[config.mk]
export PLATFORM = sky130hd
export DESIGN_NAME = swhc_front
export DESIGN_NICKNAME = d
export VERILOG_FILES = /design/src/swhc_pkg.sv /design/src/swhc_front.sv
export SDC_FILE = /design/constraint.sdc
export NUM_CORES = 1
export LEC_CHECK = 0
export BUFFER_PORTS_ARGS = -buffer_cell sky130_fd_sc_hd__buf_2
export CORE_UTILIZATION = 31
export DETAILED_ROUTE_END_ITERATION = 6
export PLACE_DENSITY_LB_ADDON = 0.1
export SYNTH_ARGS = -nofsm -noshare
export SYNTH_HDL_FRONTEND = slang
export SYNTH_SLANG_ARGS = --single-unit
[constraint.sdc]
create_clock -name clk -period 4.6 [get_ports clk]
set_input_delay 0 -clock clk [delete_from_list [all_inputs] [get_ports clk]]
set_output_delay 0 -clock clk [all_outputs]
set_load 0.01 [all_outputs]
[src/swhc_pkg.sv]
// Shared types and constants for the sliding window hit counter.
// No dependencies; imported by swhc_front, swhc_back and the top level.
`default_nettype none

package swhc_pkg;

  // Ring geometry
  localparam int RING_DEPTH = 512;
  localparam int PTR_W      = $clog2(RING_DEPTH);
  localparam int OCC_W      = $clog2(RING_DEPTH + 1);

  // Field widths
  localparam int TS_W  = 31;
  localparam int CNT_W = 32;
  localparam int WL_W  = 10;

  localparam logic [WL_W-1:0]  WL_RESET = WL_W'(300);
  localparam logic [CNT_W-1:0] CNT_MAX  = '1;

  // Front to back queue
  localparam int QDEPTH = 2;
  localparam int QPTR_W = 1;
  localparam int QCNT_W = 2;

  typedef enum logic {
    OP_HIT   = 1'b0,
    OP_QUERY = 1'b1
  } swhc_op_t;

  // Classified word handed from front to back. An entry is evicted when
  // evict_en is set and its time is at or below limit.
  typedef struct packed {
    swhc_op_t        op;
    logic            evict_en;
    logic [TS_W-1:0] limit;
    logic [TS_W-1:0] ts;
  } swhc_item_t;

  // One ring entry as stored in memory
  typedef struct packed {
    logic [TS_W-1:0]  time_v;
    logic [CNT_W-1:0] count;
  } swhc_entry_t;

  localparam int ENTRY_W = $bits(swhc_entry_t);

  typedef enum logic [1:0] {
    S_IDLE  = 2'd0,
    S_EXEC  = 2'd1,
    S_EVICT = 2'd2,
    S_REPLY = 2'd3
  } swhc_state_t;

endpackage

`default_nettype wire

[src/swhc_front.sv]
// Front end: window length register, request decode and a two-word queue.
// Depends on swhc_pkg.
`default_nettype none

module swhc_front (
  input  wire logic                     clk,
  input  wire logic                     rst,
  input  wire logic                     cfg_we,
  input  wire logic [swhc_pkg::WL_W-1:0] cfg_wdata,
  input  wire logic                     req_valid,
  output logic                          req_stall,
  input  wire logic                     req_type,
  input  wire logic [swhc_pkg::TS_W-1:0] timestamp,
  output swhc_pkg::swhc_item_t          item,
  output logic                          item_valid,
  input  wire logic                     item_pop
);
  import swhc_pkg::*;

  logic [WL_W-1:0]   window_len;
  logic [TS_W:0]     bound;
  swhc_item_t        item_in;
  swhc_item_t        qmem [QDEPTH];
  logic [QPTR_W-1:0] wr_ptr;
  logic [QPTR_W-1:0] rd_ptr;
  logic [QCNT_W-1:0] q_count;
  logic              push;

  // window length register
  always_ff @(posedge clk) begin
    if (rst) begin
      window_len <= WL_RESET;
    end else if (cfg_we) begin
      window_len <= cfg_wdata;
    end
  end

  // classify: oldest time that survives is timestamp - window_len + 1
  assign bound            = {1'b0, timestamp} - {{(TS_W + 1 - WL_W){1'b0}}, window_len};
  assign item_in.op       = req_type ? OP_QUERY : OP_HIT;
  assign item_in.evict_en = ~bound[TS_W];
  assign item_in.limit    = bound[TS_W-1:0];
  assign item_in.ts       = timestamp;

  // queue handshake
  assign req_stall  = (q_count == QCNT_W'(QDEPTH));
  assign push       = req_valid & ~req_stall;
  assign item_valid = (q_count != '0);
  assign item       = qmem[rd_ptr];

  // queue storage
  always_ff @(posedge clk) begin
    if (push) begin
      qmem[wr_ptr] <= item_in;
    end
  end

  // queue pointers
  always_ff @(posedge clk) begin
    if (rst) begin
      wr_ptr  <= '0;
      rd_ptr  <= '0;
      q_count <= '0;
    end else begin
      if (push) begin
        wr_ptr <= wr_ptr + 1'b1;
      end
      if (item_pop) begin
        rd_ptr <= rd_ptr + 1'b1;
      end
      case ({push, item_pop})
        2'b10:   q_count <= q_count + 1'b1;
        2'b01:   q_count <= q_count - 1'b1;
        default: q_count <= q_count;
      endcase
    end
  end

endmodule

`default_nettype wire

After elaboration in Yosys (flattened, before gate mapping)
Memory sizes are Yosys's and may differ from the RTL's. A register that Yosys moved wholly into a read port is not among the register bits.
Index checks and enable logic that the tools add are counted.
{"block": "word_totals", "ram_bits": 128, "ff_bits": 14, "memories": 1, "input_bits": 47, "out_inout_bits": 66, "wordCells": 24}
{"memory": "qmem", "depth": 2, "word_bits": 64, "read_ports": 1, "rd_ports_with_merged_regs": 1, "write_ports": 1, "line": "swhc_front.sv:23", "rtl": "swhc_item_t qmem [QDEPTH];"}
{"block": "classes", "n_reduce_logical": 2, "muxes": 6, "n_eq_ne": 3, "add_sub_neg": 5, "bitwise": 3}
{"cell": "$sub 31x10->32", "count": 1}
{"cell": "$mux 1", "count": 5}
{"cell": "$eq 2x2->1 const B", "count": 2}
{"cell": "$pmux 2 s2", "count": 1}
{"cell": "$reduce_bool 2->1", "count": 2}
{"cell": "$add 1x1->1 const B", "count": 2}
{"cell": "$add 2x1->2 const B", "count": 1}
{"cell": "$eq 2x1->1 const B", "count": 1}
{"cell": "$not 1->1", "count": 2}
{"cell": "$sub 2x1->2 const B", "count": 1}
{"cell": "$and 1x1->1", "count": 1}

Logic depth before layout (Yosys ltp)
{"block": "logic_depth", "depth_word": 5, "depth_mapped": 9, "depth_no_buf": 9}

Worst setup path after synthesis
No wires, ideal clock.
{"block": "synth_timing", "path_kind": "register to register", "start": "register q_count[0]", "end": "memory qmem[0][0] in the netlist's numbering (enable)", "n_path_buf": 0, "path_stages_with_launch": 4, "required_ns": 4.114, "t_arrival_ns": 3.286, "setup_slack_ns": 0.828, "cell_sequence": "dfxtp_1 > nand2b_1 > nand2_1 > nor2_1"}
{"block": "synth_via", "elab_chain_cells": 5}
{"element": "start, declared", "line": "swhc_front.sv:26", "rtl": "logic [QCNT_W-1:0] q_count;"}
{"element": "start signal, assigned", "line": "swhc_front.sv:72", "rtl": "2'b10: q_count <= q_count + 1'b1;"}
{"element": "start signal, assigned", "line": "swhc_front.sv:73", "rtl": "2'b01: q_count <= q_count - 1'b1;"}
{"element": "start signal, assigned", "line": "swhc_front.sv:74", "rtl": "default: q_count <= q_count;"}
{"element": "$eq 2x2->1", "line": "swhc_front.sv:46", "rtl": "assign req_stall = (q_count == QCNT_W'(QDEPTH));"}
{"element": "$not 1->1", "line": "swhc_front.sv:47", "rtl": "assign push = req_valid & ~req_stall;"}
{"element": "$and 1x1->1", "line": "swhc_front.sv:47"}
{"element": "$mux 1", "line": "swhc_front.sv:53", "rtl": "if (push) begin"}
{"element": "$mux 1 (implied by the code)", "line": "swhc_front.sv:54", "rtl": "qmem[wr_ptr] <= item_in;"}
{"element": "end, declared", "line": "swhc_front.sv:23"}
No other way between the ends.

Worst setup path in the final report
{"block": "layout_timing", "start": "input timestamp[13] in the netlist's numbering", "end": "memory qmem[0][55] in the netlist's numbering, data pin"}
{"block": "layout_via", "elab_chain_cells": 1}
{"element": "start, declared", "line": "swhc_front.sv:13", "rtl": "input wire logic [swhc_pkg::TS_W-1:0] timestamp,"}
{"element": "$sub 31x10->32", "line": "swhc_front.sv:39", "rtl": "assign bound = {1'b0, timestamp} - {{(TS_W + 1 - WL_W){1'b0}}, window_len};"}
{"element": "net bound[24]", "line": "swhc_front.sv:21", "rtl": "logic [TS_W:0] bound;"}
The timed path passes the listed nets, and every way through them passes these cells.

==> results.toml <==
[synth]
ys_warn_count = 0
ys.flop_type = "edfxtp_1"
ys_types = 42
synth-edff-count = 128
syn-instance-count = 387
async_reset_ff_share_pct = 0
synth_fp_nets = 446
postSynthAreaPerCell_sq_um = 15.7
netlist_area_sq_mm = 0.00606
synth-seq-cells = 143
ys_seq_area_share_pct = 68.4

[clock_tree]
cts_root_buf = "clkbuf_16"
clockBufferDepth = 2
cts_resized = 0
htreeDepth = 4
clk_pin_slew_worst_paths_ns = 0.06
post_cts.repair.setup_buffers = 0
cts_tree = "yes"
cts_buffers = 17
clkLatencyLatePin_ns = 0.42
cts_hold_buf = 51
clock_sinks = 143

[place]
dp.cells = 748
dpl_cell_area_sq_mm = 0.00694
dpl.hpwl_microns = 8170
portBuffers = 112
gp_congestion = 0.683
preCtsSetupSlack_ns = 2.03

[floorplanning]
die_x_microns = 142
dieArea_sq_mm = 0.0201
die_h_microns = 142
initial_core_util_pct = 32.0
ios = 113
core_area_sq_mm = 0.0190
core.rowCount = 50

[routing]
wirelength_microns = 12800
drcViolationCount = 0
vias = 3667
vias_per_cell = 4.41
wire_per_inst_microns = 15.4
drt.antenna.violating_nets = 0
drt_iter0_markers = 158
dr.pass1.iters = 4

[critical_path]
cp-end-kind = "register"
r2r-end = "qmem[1][62]"
setup.worst_path.class = "in -> reg"
r2r-start = "window_len[1]"
reg2reg_depth = 7
crit_path_max_fanout = 5
cp-start-kind = "primary input"
r2r_slack_ns = 2.04
critPathArrivalTime_ns = 2.79
cp.required_ns = 4.76

[job]
maxCapViolCount = 0

[global_routing]
grt_pass1_wl_microns = 20500
grt_max_degree = 65
grt_use_total_pct = 13.8
antenna_found_initial = 0
grt_pass1_vias = 3968
overflow = 0

[timing]
setup_tns_ns = 0
fin_crit_ns = 2.63
rsz0062_at_grt = "no"
setup_ws_ns = 1.97
finalSetupViolations = 0
finalHoldViolCount = 0
tightest_slew_ns = 1.08
relSlewSlack_pct = 28.1
clock_skew_ns = 0.00786
max_freq_mhz = 381
slew_viol_final = 0
fin_hold_ws_ns = 0.0183
timing.final.crit_share_pct = 57.1

[final_layout]
drive_gt1_share_pct = 37.0
fin_nets = 617
post-route-util_pct = 42.6
layout.cells.non_filler = 831
final_area_sq_mm = 0.00807
area_delta_synth_final_pct = 33.2
antenna_cells = 0

[power_and_ir_drop]
switchingPower_mw = 0.855
power_mw = 3.65
p_int_mw = 2.79
p_comb_share_pct = 14.9
clockPowerShare_pct = 40.0
p_per_area_mw_per_mm2 = 452
seq_power_share_pct = 45.1
ir_drop_v = 0.000258
p_sw_share_pct = 23.4
power.leakage_nw = 3.03

[worst_hold_path]
min_path_cells = 3
min_from = "cfg_we"
holdPathEnd = "window_len[8]"
hold_path_class = "in -> reg"

[status]
status = "complete, no violations"
-- how the worst max path moves through the flow --
stage | from | endpoint | slack (ns) | cells past startpoint
2_1_floorplan | q_count[0] | qmem[0][0] | 0.83 | 3
4_1_cts | timestamp[13] | qmem[0][58] | 1.97 | 8
3_3_place_gp | timestamp[13] | qmem[0][55] | 2.08 | 6
6_report | timestamp[13] | qmem[0][55] | 1.97 | 7
5_1_grt | timestamp[13] | qmem[0][57] | 1.81 | 7
3_5_place_dp | window_len[1] | qmem[1][62] | 2.03 | 7
-- Yosys cell counts, drive strengths merged (6+ instances only) --
library cell  count  area (sq um)
clkbuf           12          45.0
ha               11           138
a21oi             8          40.0
edfxtp          128          3840
dfxtp            15           300
or3               7          48.8
mux2i             6          60.1
xor2             11          96.3
nand2            12          45.0
o21ai             6          30.0
mux2             64           721
nor2             25          93.8
xnor2            19           166
inv              15          56.3
-- cell type report --
type / instances / area [sq um]
multi-input cells: 217 / 1830
inverters: 15 / 56.3
fillers: 1777 / 10900
repair buffers: 164 / 1090
clock buffers: 18 / 429
well taps: 260 / 325
clock inverters: 14 / 195
flip-flops and latches: 143 / 4150
-- worst max-delay path, cell delays in order --
cell,delay (ns)
dlygate4sd3_1,0.53
buf_2,0.15
or4_4,0.55
or3_4,0.41
nor4_1,0.75
nand4b_1,0.21
xnor2_1,0.18
-- cells in the final DEF, fill, tap and decap left out, types with 8 or more instances in the layout --
cell / instances
edfxtp_1: 128
nor2_1: 24
a21oi_1: 8
ha_1: 11
nand2_1: 12
clkbuf_16: 17
dlygate4sd3_1: 51
buf_2: 112
xnor2_1: 19
xor2_1: 11
inv_1: 15
mux2_2: 64
dfxtp_1: 14
-- power groups by stage --
stage | logic (mW) | clock network [mW] | registers [mW]
floorplan | 0.330 | 0 | 1.65
global route | 0.600 | 1.56 | 1.66
global placement | 0.520 | 0 | 1.67
CTS | 0.560 | 1.50 | 1.65
detailed placement | 0.522 | 0 | 1.68
finish | 0.542 | 1.46 | 1.64
-- state kept, by name (all words and copies together), names as in the netlist, named ones only --
register / count
q_count: 2
qmem: 128
rd_ptr: 1
window_len: 10
wr_ptr: 1
-- logic make-up (layout without fill, tap and decap cells) --
family          count (synthesis)  in the layout  share of synthesized area, %
xor+xnor                       30             30                          4.33
compound gates                 32             32                          3.82
mux                            70             70                          12.9
fa+ha+maj                      12             12                          2.60
flops                         143            143                          68.4
buf+inv                        27            211                          1.67
simple gates                   73             73                          6.34
-- routing by layer --
| layer | global-route usage, % | vias to the layer above | routed length [microns] |
|---|---|---|---|
| met5 | 0 | - | 0 |
| met1 | 16.7 | 1764 | 5920 |
| met2 | 23.1 | 91 | 6110 |
| li1 | - | 1796 | - |
| met3 | 3.85 | 16 | 568 |
| met4 | 5.77 | 0 | 197 |
Power figures use the tool's default switching activity.
